### src/design/ibrsr_pkg.sv
// Shared constants, codes and controller/datapath interface types for the
// iBUS receiver with sensor responder. No dependencies.
package ibrsr_pkg;

    localparam int FRAME_SIZE  = 32;
    localparam int CHANNELS    = 14;
    localparam int MAX_SENSORS = 8;

    localparam int BUF_DEPTH = 32;
    localparam int BUF_AW    = 5;
    localparam int CH_W      = 4;
    localparam int TX_W      = 3;
    localparam int SNS_AW    = 3;

    localparam logic [7:0] CMD_SERVO   = 8'h40;
    localparam logic [3:0] CMD_DISCOVER = 4'h8;
    localparam logic [3:0] CMD_TYPE    = 4'h9;
    localparam logic [3:0] CMD_VALUE   = 4'hA;
    localparam logic [7:0] OVERHEAD    = 8'd3;

    // Input transaction kinds.
    localparam logic [1:0] IN_BYTE  = 2'd0;
    localparam logic [1:0] IN_TICK  = 2'd1;
    localparam logic [1:0] IN_VALUE = 2'd2;

    // Result kinds.
    localparam logic [1:0] KIND_CHANNEL = 2'd0;
    localparam logic [1:0] KIND_REPLY   = 2'd1;
    localparam logic [1:0] KIND_ERROR   = 2'd2;

    // Configuration register indexes.
    localparam logic [2:0] REG_SENSOR_COUNT = 3'd0;
    localparam logic [2:0] REG_SENSOR_TYPES = 3'd1;
    localparam logic [2:0] REG_WIDE_MASK    = 3'd2;
    localparam logic [2:0] REG_GAP_TIMEOUT  = 3'd3;
    localparam logic [2:0] REG_REPLY_ENABLE = 3'd4;

    typedef struct packed {
        logic              take;       // input transaction accepted
        logic              rd_en;
        logic [BUF_AW-1:0] rd_addr;
        logic              latch_lo;   // capture low channel byte from buffer
        logic              load_chan;  // load channel result using buffer data
        logic [CH_W-1:0]   chan;
        logic              load_reply;
        logic [TX_W-1:0]   tx;
        logic              clr_sum;
        logic              load_err;
    } t_ctrl_cmd;

    typedef struct packed {
        logic frame_done;
        logic frame_good;
        logic is_servo;
        logic reply_ok;
        logic reply_last;
        logic out_taken;
    } t_dp_status;

endpackage

### src/design/ibus_receiver_sensor_responder_top.sv
// Top level of the iBUS receiver with sensor telemetry responder.
// Depends on ibrsr_pkg, ibrsr_ctrl and ibrsr_datapath.

// A completed servo frame emits 14 channel words, each by two reads of the
// body buffer RAM, a load, and the output transaction, which may stall on the
// output. A sensor reply is four to eight bytes, each loaded and then sent.
// No input transaction is taken until the last result of a frame has been
// delivered.
module ibus_receiver_sensor_responder_top (
    input  logic         i_clk,
    input  logic         i_rst_n,
    input  logic         i_cfg_wr_en,
    input  logic [2:0]   i_cfg_index,
    input  logic [63:0]  i_cfg_wdata,
    input  logic         s_axis_tvalid,
    output logic         s_axis_tready,
    // [7:0] rx_byte, [11:8] sensor_address, [43:12] sensor_value, rest zero
    input  logic [47:0]  s_axis_tdata,
    // [1:0] cmd
    input  logic [1:0]   s_axis_tuser,
    output logic         m_axis_tvalid,
    input  logic         m_axis_tready,
    // [3:0] channel_index, [19:4] channel_value, [27:20] reply_byte,
    // [59:28] good_frame_count, [91:60] error_frame_count, rest zero
    output logic [95:0]  m_axis_tdata,
    // [1:0] kind
    output logic [1:0]   m_axis_tuser,
    output logic         m_axis_tlast
);
    ibrsr_pkg::t_ctrl_cmd  cmd;
    ibrsr_pkg::t_dp_status stat;
    logic [3:0]  chan_idx;
    logic [15:0] chan_val;
    logic [7:0]  reply;
    logic [31:0] good, errs;

    ibrsr_ctrl u_ctrl (
        .i_clk      (i_clk),
        .i_rst_n    (i_rst_n),
        .i_in_valid (s_axis_tvalid),
        .o_in_ready (s_axis_tready),
        .i_stat     (stat),
        .o_cmd      (cmd)
    );

    ibrsr_datapath u_dp (
        .i_clk            (i_clk),
        .i_rst_n          (i_rst_n),
        .i_cfg_wr_en      (i_cfg_wr_en),
        .i_cfg_index      (i_cfg_index),
        .i_cfg_wdata      (i_cfg_wdata),
        .i_in_cmd         (s_axis_tuser),
        .i_rx_byte        (s_axis_tdata[7:0]),
        .i_sensor_address (s_axis_tdata[11:8]),
        .i_sensor_value   (s_axis_tdata[43:12]),
        .i_cmd            (cmd),
        .o_stat           (stat),
        .i_out_ready      (m_axis_tready),
        .o_out_valid      (m_axis_tvalid),
        .o_kind           (m_axis_tuser),
        .o_channel_index  (chan_idx),
        .o_channel_value  (chan_val),
        .o_reply_byte     (reply),
        .o_last           (m_axis_tlast),
        .o_good_count     (good),
        .o_error_count    (errs)
    );

    assign m_axis_tdata = {4'h0, errs, good, reply, chan_val, chan_idx};
endmodule

### src/design/ibrsr_ram.sv
// Generic single-write, single-read RAM with registered read data.
// No dependencies.
module ibrsr_ram #(
    parameter int WIDTH = 8,
    parameter int DEPTH = 32
) (
    input  logic                     i_clk,
    input  logic                     i_wr_en,
    input  logic [$clog2(DEPTH)-1:0] i_wr_addr,
    input  logic [WIDTH-1:0]         i_wr_data,
    input  logic                     i_rd_en,
    input  logic [$clog2(DEPTH)-1:0] i_rd_addr,
    output logic [WIDTH-1:0]         o_rd_data
);
    logic [WIDTH-1:0] r_mem [DEPTH];
    logic [WIDTH-1:0] r_rd_data;

    always_ff @(posedge i_clk) begin
        if (i_wr_en) begin
            r_mem[i_wr_addr] <= i_wr_data;
        end
        if (i_rd_en) begin
            r_rd_data <= r_mem[i_rd_addr];
        end
    end

    assign o_rd_data = r_rd_data;
endmodule

### src/design/ibrsr_datapath.sv
// Datapath: configuration, frame parsing, counters, sensor values, body
// buffer and the result register. Depends on ibrsr_pkg and ibrsr_ram.
module ibrsr_datapath (
    input  logic                  i_clk,
    input  logic                  i_rst_n,
    input  logic                  i_cfg_wr_en,
    input  logic [2:0]            i_cfg_index,
    input  logic [63:0]           i_cfg_wdata,
    input  logic [1:0]            i_in_cmd,
    input  logic [7:0]            i_rx_byte,
    input  logic [3:0]            i_sensor_address,
    input  logic [31:0]           i_sensor_value,
    input  ibrsr_pkg::t_ctrl_cmd  i_cmd,
    output ibrsr_pkg::t_dp_status o_stat,
    input  logic                  i_out_ready,
    output logic                  o_out_valid,
    output logic [1:0]            o_kind,
    output logic [3:0]            o_channel_index,
    output logic [15:0]           o_channel_value,
    output logic [7:0]            o_reply_byte,
    output logic                  o_last,
    output logic [31:0]           o_good_count,
    output logic [31:0]           o_error_count
);
    typedef enum logic [1:0] {PH_LEN, PH_DATA, PH_CHKL, PH_CHKH} t_phase;

    logic [3:0]  r_sensor_count;
    logic [63:0] r_sensor_types;
    logic [7:0]  r_wide_mask;
    logic [7:0]  r_gap_timeout;
    logic        r_reply_enable;

    t_phase      r_phase, n_phase;
    logic [4:0]  r_body_len, r_body_idx;
    logic [15:0] r_run_sum;
    logic [7:0]  r_chk_low;
    logic [7:0]  r_idle_ms;
    logic [31:0] r_good, r_error;
    logic [7:0]  r_frame_cmd;
    logic [31:0] r_sensor [ibrsr_pkg::MAX_SENSORS];
    logic [ibrsr_pkg::BUF_DEPTH-1:0] r_buf_valid;
    logic        r_rd_valid;
    logic [7:0]  r_chan_lo;
    logic [15:0] r_tx_sum;

    logic        r_out_valid;
    logic [1:0]  r_kind;
    logic [3:0]  r_chan_idx;
    logic [15:0] r_chan_val;
    logic [7:0]  r_reply;
    logic        r_last;

    logic        byte_in, wr_en;
    logic [7:0]  rd_byte, ram_q;
    logic [3:0]  active, adr, val_adr;
    logic [2:0]  sidx, vidx;
    logic [7:0]  stype, slen;
    logic        wide;
    logic [31:0] sval;
    logic [2:0]  ndata;
    logic [7:0]  tx_byte;
    logic        tx_is_data;
    logic [15:0] chk;

    assign byte_in = i_cmd.take && (i_in_cmd == ibrsr_pkg::IN_BYTE);
    assign active  = (r_sensor_count > 4'(ibrsr_pkg::MAX_SENSORS)) ?
                     4'(ibrsr_pkg::MAX_SENSORS) : r_sensor_count;

    // A long enough idle gap forces the byte to be taken as a length byte.
    assign n_phase = (r_idle_ms >= r_gap_timeout) ? PH_LEN : r_phase;
    assign wr_en   = byte_in && (n_phase == PH_DATA);

    ibrsr_ram #(.WIDTH(8), .DEPTH(ibrsr_pkg::BUF_DEPTH)) u_buf (
        .i_clk     (i_clk),
        .i_wr_en   (wr_en),
        .i_wr_addr (r_body_idx),
        .i_wr_data (i_rx_byte),
        .i_rd_en   (i_cmd.rd_en),
        .i_rd_addr (i_cmd.rd_addr),
        .o_rd_data (ram_q)
    );
    assign rd_byte = r_rd_valid ? ram_q : 8'h00;

    // Sensor reply bytes.
    assign adr   = r_frame_cmd[3:0];
    assign sidx  = 3'(adr - 4'd1);
    assign stype = r_sensor_types[sidx*8 +: 8];
    assign wide  = r_wide_mask[sidx];
    assign slen  = wide ? 8'd4 : 8'd2;
    assign sval  = r_sensor[sidx];
    assign chk   = ~r_tx_sum;

    always_comb begin
        ndata   = 3'd2;
        tx_byte = 8'h00;
        unique case (r_frame_cmd[7:4])
            ibrsr_pkg::CMD_TYPE: begin
                ndata = 3'd4;
                unique case (i_cmd.tx[1:0])
                    2'd0: tx_byte = 8'h06;
                    2'd1: tx_byte = {ibrsr_pkg::CMD_TYPE, adr};
                    2'd2: tx_byte = stype;
                    default: tx_byte = slen;
                endcase
            end
            ibrsr_pkg::CMD_VALUE: begin
                ndata = wide ? 3'd6 : 3'd4;
                unique case (i_cmd.tx)
                    3'd0: tx_byte = 8'h04 + slen;
                    3'd1: tx_byte = {ibrsr_pkg::CMD_VALUE, adr};
                    3'd2: tx_byte = sval[7:0];
                    3'd3: tx_byte = sval[15:8];
                    3'd4: tx_byte = sval[23:16];
                    default: tx_byte = sval[31:24];
                endcase
            end
            default: begin
                ndata   = 3'd2;
                tx_byte = i_cmd.tx[0] ? {ibrsr_pkg::CMD_DISCOVER, adr} : 8'h04;
            end
        endcase
    end

    assign tx_is_data = (i_cmd.tx < ndata);

    always_comb begin
        o_stat.frame_done = byte_in && (n_phase == PH_CHKH);
        o_stat.frame_good = (r_run_sum == {i_rx_byte, r_chk_low});
        o_stat.is_servo   = (r_frame_cmd == ibrsr_pkg::CMD_SERVO);
        o_stat.reply_ok   = r_reply_enable && (adr != 4'd0) && (adr <= active)
                            && (r_body_len == 5'd1)
                            && ((r_frame_cmd[7:4] == ibrsr_pkg::CMD_DISCOVER)
                             || (r_frame_cmd[7:4] == ibrsr_pkg::CMD_TYPE)
                             || (r_frame_cmd[7:4] == ibrsr_pkg::CMD_VALUE));
        o_stat.reply_last = ({1'b0, i_cmd.tx} == ({1'b0, ndata} + 4'd1));
        o_stat.out_taken  = r_out_valid && i_out_ready;
    end

    assign val_adr = i_sensor_address;
    assign vidx    = 3'(val_adr - 4'd1);

    always_ff @(posedge i_clk) begin
        if (!i_rst_n) begin
            r_sensor_count <= '0;
            r_sensor_types <= '0;
            r_wide_mask    <= '0;
            r_gap_timeout  <= 8'd3;
            r_reply_enable <= 1'b1;
            r_phase        <= PH_LEN;
            r_body_len     <= '0;
            r_body_idx     <= '0;
            r_run_sum      <= '0;
            r_chk_low      <= '0;
            r_idle_ms      <= '0;
            r_good         <= '0;
            r_error        <= '0;
            r_frame_cmd    <= '0;
            r_buf_valid    <= '0;
            r_rd_valid     <= 1'b0;
            r_out_valid    <= 1'b0;
            r_tx_sum       <= '0;
            for (int i = 0; i < ibrsr_pkg::MAX_SENSORS; i++) begin
                r_sensor[i] <= '0;
            end
        end else begin
            if (i_cfg_wr_en) begin
                unique case (i_cfg_index)
                    ibrsr_pkg::REG_SENSOR_COUNT: r_sensor_count <= i_cfg_wdata[3:0];
                    ibrsr_pkg::REG_SENSOR_TYPES: r_sensor_types <= i_cfg_wdata;
                    ibrsr_pkg::REG_WIDE_MASK:    r_wide_mask    <= i_cfg_wdata[7:0];
                    ibrsr_pkg::REG_GAP_TIMEOUT:  r_gap_timeout  <= i_cfg_wdata[7:0];
                    ibrsr_pkg::REG_REPLY_ENABLE: r_reply_enable <= i_cfg_wdata[0];
                    default: ;
                endcase
            end

            if (i_cmd.take && (i_in_cmd == ibrsr_pkg::IN_TICK)
                && (r_idle_ms != 8'hFF)) begin
                r_idle_ms <= r_idle_ms + 8'd1;
            end
            if (i_cmd.take && (i_in_cmd == ibrsr_pkg::IN_VALUE)
                && (val_adr != 4'd0) && (val_adr <= active)) begin
                r_sensor[vidx] <= i_sensor_value;
            end

            if (byte_in) begin
                r_idle_ms <= '0;
                unique case (n_phase)
                    PH_LEN: begin
                        r_phase <= PH_LEN;
                        if ((i_rx_byte <= 8'(ibrsr_pkg::FRAME_SIZE))
                            && (i_rx_byte > ibrsr_pkg::OVERHEAD)) begin
                            r_body_idx <= '0;
                            r_body_len <= 5'(i_rx_byte - ibrsr_pkg::OVERHEAD);
                            r_run_sum  <= 16'hFFFF - {8'h00, i_rx_byte};
                            r_phase    <= PH_DATA;
                        end
                    end
                    PH_DATA: begin
                        r_buf_valid[r_body_idx] <= 1'b1;
                        if (r_body_idx == '0) begin
                            r_frame_cmd <= i_rx_byte;
                        end
                        r_body_idx <= r_body_idx + 5'd1;
                        r_run_sum  <= r_run_sum - {8'h00, i_rx_byte};
                        r_phase    <= ((r_body_idx + 5'd1) >= r_body_len) ?
                                      PH_CHKL : PH_DATA;
                    end
                    PH_CHKL: begin
                        r_chk_low <= i_rx_byte;
                        r_phase   <= PH_CHKH;
                    end
                    default: begin
                        r_phase <= PH_LEN;
                        if (o_stat.frame_good) begin
                            if (r_good != '1) r_good <= r_good + 32'd1;
                        end else begin
                            if (r_error != '1) r_error <= r_error + 32'd1;
                        end
                    end
                endcase
            end

            if (i_cmd.rd_en) begin
                r_rd_valid <= r_buf_valid[i_cmd.rd_addr];
            end

            if (i_cmd.clr_sum) begin
                r_tx_sum <= '0;
            end else if (i_cmd.load_reply && tx_is_data) begin
                r_tx_sum <= r_tx_sum + {8'h00, tx_byte};
            end

            if (i_cmd.load_chan || i_cmd.load_reply || i_cmd.load_err) begin
                r_out_valid <= 1'b1;
            end else if (i_out_ready) begin
                r_out_valid <= 1'b0;
            end
        end
    end

    // Result payload needs no reset.
    always_ff @(posedge i_clk) begin
        if (i_cmd.latch_lo) begin
            r_chan_lo <= rd_byte;
        end
        if (i_cmd.load_chan) begin
            r_kind     <= ibrsr_pkg::KIND_CHANNEL;
            r_chan_idx <= i_cmd.chan;
            r_chan_val <= {rd_byte, r_chan_lo};
            r_reply    <= '0;
            r_last     <= (i_cmd.chan == 4'(ibrsr_pkg::CHANNELS - 1));
        end else if (i_cmd.load_reply) begin
            r_kind     <= ibrsr_pkg::KIND_REPLY;
            r_chan_idx <= '0;
            r_chan_val <= '0;
            r_reply    <= tx_is_data ? tx_byte :
                          ((i_cmd.tx == ndata) ? chk[7:0] : chk[15:8]);
            r_last     <= o_stat.reply_last;
        end else if (i_cmd.load_err) begin
            r_kind     <= ibrsr_pkg::KIND_ERROR;
            r_chan_idx <= '0;
            r_chan_val <= '0;
            r_reply    <= '0;
            r_last     <= 1'b1;
        end
    end

    assign o_out_valid     = r_out_valid;
    assign o_kind          = r_kind;
    assign o_channel_index = r_chan_idx;
    assign o_channel_value = r_chan_val;
    assign o_reply_byte    = r_reply;
    assign o_last          = r_last;
    // Counters cannot move while results are pending, so they are read live.
    assign o_good_count    = r_good;
    assign o_error_count   = r_error;
endmodule

### src/design/ibrsr_ctrl.sv
// Controller: accepts input transactions and sequences channel, reply and
// error results. Depends on ibrsr_pkg.
module ibrsr_ctrl (
    input  logic                  i_clk,
    input  logic                  i_rst_n,
    input  logic                  i_in_valid,
    output logic                  o_in_ready,
    input  ibrsr_pkg::t_dp_status i_stat,
    output ibrsr_pkg::t_ctrl_cmd  o_cmd
);
    typedef enum logic [2:0] {
        S_IDLE, S_CH_A, S_CH_B, S_CH_C, S_CH_W, S_RP_LOAD, S_RP_W, S_ER_W
    } t_state;

    t_state r_state;
    logic [ibrsr_pkg::CH_W-1:0] r_chan;
    logic [ibrsr_pkg::TX_W-1:0] r_tx;
    logic take;

    assign o_in_ready = (r_state == S_IDLE);
    assign take       = i_in_valid && o_in_ready;

    always_comb begin
        o_cmd            = '0;
        o_cmd.take       = take;
        o_cmd.chan       = r_chan;
        o_cmd.tx         = r_tx;
        o_cmd.load_err   = take && i_stat.frame_done && !i_stat.frame_good;
        o_cmd.clr_sum    = take && i_stat.frame_done;
        o_cmd.rd_en      = (r_state == S_CH_A) || (r_state == S_CH_B);
        o_cmd.rd_addr    = (r_state == S_CH_A) ? {r_chan, 1'b1}
                                               : ({r_chan, 1'b1} + 5'd1);
        o_cmd.latch_lo   = (r_state == S_CH_B);
        o_cmd.load_chan  = (r_state == S_CH_C);
        o_cmd.load_reply = (r_state == S_RP_LOAD);
    end

    always_ff @(posedge i_clk) begin
        if (!i_rst_n) begin
            r_state <= S_IDLE;
            r_chan  <= '0;
            r_tx    <= '0;
        end else begin
            unique case (r_state)
                S_IDLE: begin
                    if (take && i_stat.frame_done) begin
                        r_chan <= '0;
                        r_tx   <= '0;
                        priority if (!i_stat.frame_good) r_state <= S_ER_W;
                        else if (i_stat.is_servo)        r_state <= S_CH_A;
                        else if (i_stat.reply_ok)        r_state <= S_RP_LOAD;
                        else                             r_state <= S_IDLE;
                    end
                end
                S_CH_A: r_state <= S_CH_B;
                S_CH_B: r_state <= S_CH_C;
                S_CH_C: r_state <= S_CH_W;
                S_CH_W: begin
                    if (i_stat.out_taken) begin
                        if (r_chan == 4'(ibrsr_pkg::CHANNELS - 1)) begin
                            r_state <= S_IDLE;
                        end else begin
                            r_chan  <= r_chan + 4'd1;
                            r_state <= S_CH_A;
                        end
                    end
                end
                S_RP_LOAD: r_state <= S_RP_W;
                S_RP_W: begin
                    if (i_stat.out_taken) begin
                        if (i_stat.reply_last) begin
                            r_state <= S_IDLE;
                        end else begin
                            r_tx    <= r_tx + 3'd1;
                            r_state <= S_RP_LOAD;
                        end
                    end
                end
                S_ER_W: begin
                    if (i_stat.out_taken) r_state <= S_IDLE;
                end
                default: r_state <= S_IDLE;
            endcase
        end
    end
endmodule

### config.mk
export PLATFORM = sky130hd
export DESIGN_NAME = ibus_receiver_sensor_responder_top
export DESIGN_NICKNAME = d
export VERILOG_FILES = /design/src/design/ibrsr_pkg.sv /design/src/design/ibus_receiver_sensor_responder_top.sv /design/src/design/ibrsr_ram.sv /design/src/design/ibrsr_datapath.sv /design/src/design/ibrsr_ctrl.sv
export SDC_FILE = /design/constraint.sdc
export NUM_CORES = 1
export LEC_CHECK = 0
export BUFFER_PORTS_ARGS = -buffer_cell sky130_fd_sc_hd__buf_2
export CAP_MARGIN = 10
export CELL_PAD_IN_SITES_DETAIL_PLACEMENT = 0
export CELL_PAD_IN_SITES_GLOBAL_PLACEMENT = 1
export CORE_AREA = 2 2 460 234
export CTS_BUF_LIST = sky130_fd_sc_hd__clkbuf_16
export DETAILED_ROUTE_END_ITERATION = 6
export DIE_AREA = 0 0 462 236
export GPL_TIMING_DRIVEN = 1
export PLACE_DENSITY = 0.66
export SLEW_MARGIN = 20
export SYNTH_ARGS = -nofsm -noshare
export SYNTH_HDL_FRONTEND = slang
export SYNTH_SLANG_ARGS = --single-unit
export TNS_END_PERCENT = 50
### constraint.sdc
create_clock -name i_clk -period 8.3 [get_ports i_clk]
set_clock_uncertainty 0.2 [all_clocks]
set_input_delay 1.66 -clock i_clk [delete_from_list [all_inputs] [get_ports i_clk]]
set_output_delay 1.66 -clock i_clk [all_outputs]
set_load 0.1 [all_outputs]
==> flow_summary.yaml <==
timing:
  max-slew-margin-rel_pct: 28.82
  drv_slew: 0
  finalHoldViolCount: 0
  fin_crit_sh_pct: 74.33
  period_needed_ns: 6.169
  finalSetupViolCount: 0
  fmax_mhz: 162.1
  setup_tns_ns: 0
  worstMarginPinSlew_ns: 1.067
  rsz0062_at_grt: "false"
placement:
  place_congestion: 0.8330
  dp_hpwl_um: 70800
  dp_cells: 4391
  io_buffers: 214
clock_tree:
  cts_num_sinks: 820
  cts_resized: 0
  cts.clk_slew.worst_paths_ns: 0.06
  cts_tree: "yes"
  htreeDepth: 3
  hold_buffers: 0
  cts_made_buffers: 81
  cts.path.max_buffers: 3
  clockRootBuffer: "clkbuf_16"
  cts_setup_buffers: 0
  clk_latency_ns: 0.69
worst_setup_path:
  critPathBufInv: 2
  crit_family: "compound AO/OA/AOI/OAI gates"
  cp_cell_sequence: "buf_4 > buf_4 > mux4_2 > mux2i_1 > nor2_1 > a31oi_1 > a211o_1 > a21oi_1 > fa_1 > nor2b_1 > o21ai_0 > a21boi_0 > o21ai_0 > a2111oi_0 > xnor2_1 > nor2_1"
  cp_max_fo: 40
  criticalPathCategory: "reg2reg"
  cp-start-kind: "flop"
  crit_slowest_cell: "buf_4"
  critPathMaxStageDelay_ns: 0.78
  cp_data_arrival_time_ns: 6.50
  critical_path_required_ns: 8.63
  endpoint_kind: "flop"
floorplanning:
  core_area_um2: 105800
  dieWidth_um: 462
  dieArea_um2: 109000
  num_rows: 85
  die_y_um: 236
  initial_core_util_pct: 34.51
  io_pins: 223
synth:
  synth_flop_cell: "edfxtp_1"
  netlist_top_cells_count: "edfxtp_1 (549), nand2_1 (311), and2_1 (295)"
  synth-edff-count: 549
  synthDominantCellAreaShare_pct: 45.14
  seq_area_frac_synth_pct: 60.00
  yosysTopAreaCell: "edfxtp_1"
  synth_area_leaders: "edfxtp_1 (45%), dfxtp_1 (15%), mux4_2 (10%), and2_1 (5.1%), nand2_1 (3.2%)"
  netlist_area_um2: 36520
  synth.most_common_cell: "edfxtp_1"
  async_reset_ff_share_pct: 0
  yosysWarningCount: 0
  syn_area_per_cell_um2: 12.81
  synthCells: 2852
  ys_ff_latch: 820
  synthDistinctLibCells: 78
min_path:
  worstHoldPathType: "reg2reg"
grt:
  grt_pass1_wl_um: 156400
  antenna_found_initial: 21
  grt_pass1_vias: 22580
  overflow: 0
  gr-usage-all-layers_pct: 19.48
  grt_max_degree: 71
drt:
  antenna_left: 0
  vias: 23740
  wirelength_um: 106600
  first_iter_violations: 2475
  post_drt_wl_per_cell_um: 23.45
  drcViolationCount: 0
  viasPerCell: 5.223
  firstDrtPassIters: 6
layout:
  final_core_util_pct: 39.58
  drive_above_1_share_pct: 19.39
  stdcell_count: 4546
  nNetsFinal: 3222
  syn_to_final_growth_pct: 14.68
power_and_ir_drop:
  internal_power_mw: 6.724
  ir_drop_mv: 0.1377
  clkPwrFrac_pct: 39.5
  p_switching_mw: 2.454
  swShare_pct: 26.74
  p_seq_share_pct: 49.5
  power.density_nw_per_um2: 219.1
  pwr-share-comb_pct: 11.0
  p_leak_nw: 14.86
flow_run:
  cap_viol_max_count: 0
status:
  status: "completed"
metrics by stage:
| step | total power [mW] | hold WS [ns] | worst slack [ns] | cell area (um2) |
|---|---|---|---|---|
| after floorplan | 5.265 | 0.2331 | 2.555 | 36530 |
| after global placement | 5.641 | 0.2361 | 2.318 | 39340 |
| after detailed placement | 5.648 | 0.2416 | 2.238 | 39340 |
| after CTS | 9.263 | 0.2543 | 2.174 | 41860 |
| after global routing | 9.493 | 0.2621 | 1.724 | 41870 |
| final | 9.178 | 0.2488 | 2.131 | 41880 |
state kept, by name, summed over array words and instances, names as in the netlist, 16 cells and up:
signal / cells
u_dp.o_channel_value: 16
u_dp.o_error_count: 32
u_dp.o_good_count: 32
u_dp.r_buf_valid: 32
u_dp.r_run_sum: 16
u_dp.r_sensor: 256
u_dp.r_sensor_types: 64
u_dp.r_tx_sum: 16
u_dp.u_buf.r_mem: 256
metal layers:
layer	up-vias	global-route usage [%]	wire length (um)
met2	893	25.13	41150
met3	148	5.191	9705
met4	2	3.813	1875
met5	-	0	15
met1	11830	31.86	53860
li1	10870	-	-
cell type report:
cell class / count / area (um2)
fill: 10000 / 63940
sequential: 820 / 21920
multi-input combinational: 1817 / 13950
clock buffer: 81 / 2027
tap: 1435 / 1795
timing repair buffer: 266 / 1476
clock inverter: 67 / 499.2
inverter: 53 / 203.9
antenna: 7 / 17.52
worst paths after layout:
kind | slack (ns) | cells past startpoint | from | to
setup reg to reg | 2.13 | 16 | u_dp.r_frame_cmd[0] | u_dp.r_tx_sum[14]
hold reg to reg | 0.25 | 1 | u_dp.o_reply_byte[4] | u_dp.o_reply_byte[4]
hold / removal | 0.25 | 1 | u_dp.o_reply_byte[4] | u_dp.o_reply_byte[4]
setup / recovery | 2.13 | 16 | u_dp.r_frame_cmd[0] | u_dp.r_tx_sum[14]
worst register-to-register path, stage by stage (launching register included):
cell and delay (ns):
dfxtp_4 0.35, buf_4 0.61, buf_4 0.78, mux4_2 0.64, mux2i_1 0.59, nor2_1 0.13, a31oi_1 0.23, a211o_1 0.17
a21oi_1 0.19, fa_1 0.47, nor2b_1 0.16, o21ai_0 0.12, a21boi_0 0.29, o21ai_0 0.28, a2111oi_0 0.58, xnor2_1 0.18
nor2_1 0.05
cells in the final DEF (no fill, tap or decap), types with 40 or more instances in the layout:
cell type / Yosys / final
ha_1: 59 / 58
o21a_1: 40 / 40
dfxtp_1: 271 / 269
edfxtp_1: 549 / 549
clkbuf_16: 0 / 81
nor2_1: 184 / 179
xnor2_1: 57 / 55
nand2_1: 311 / 311
buf_4: 4 / 52
mux4_2: 170 / 170
o21ai_0: 53 / 48
inv_1: 52 / 67
and2_1: 295 / 295
nor3_1: 52 / 48
nand3_1: 56 / 55
a21oi_1: 143 / 142
mux2i_1: 64 / 64
buf_2: 9 / 213
kinds of logic after synthesis:
| logic type | share of synthesized area [%] |
|---|---|
| AND/OR/NAND/NOR | 14.90 |
| AO/OA/AOI/OAI | 6.119 |
| XOR/XNOR | 2.014 |
| other | 0.01027 |
| flip-flops | 60.00 |
| buffers and inverters | 2.316 |
| adder cells (fa/ha/maj) | 2.131 |
| multiplexers | 12.51 |
power groups by stage:
stage | Clock, mW | Sequential (mW) | Combinational, mW
after CTS | 3.70 | 4.55 | 1.02
after floorplan | 0 | 4.72 | 0.540
final | 3.62 | 4.55 | 1.01
after global routing | 3.86 | 4.56 | 1.07
after global placement | 0 | 4.63 | 1.01
after detailed placement | 0 | 4.63 | 1.01
Power figures use the tool's default switching activity.
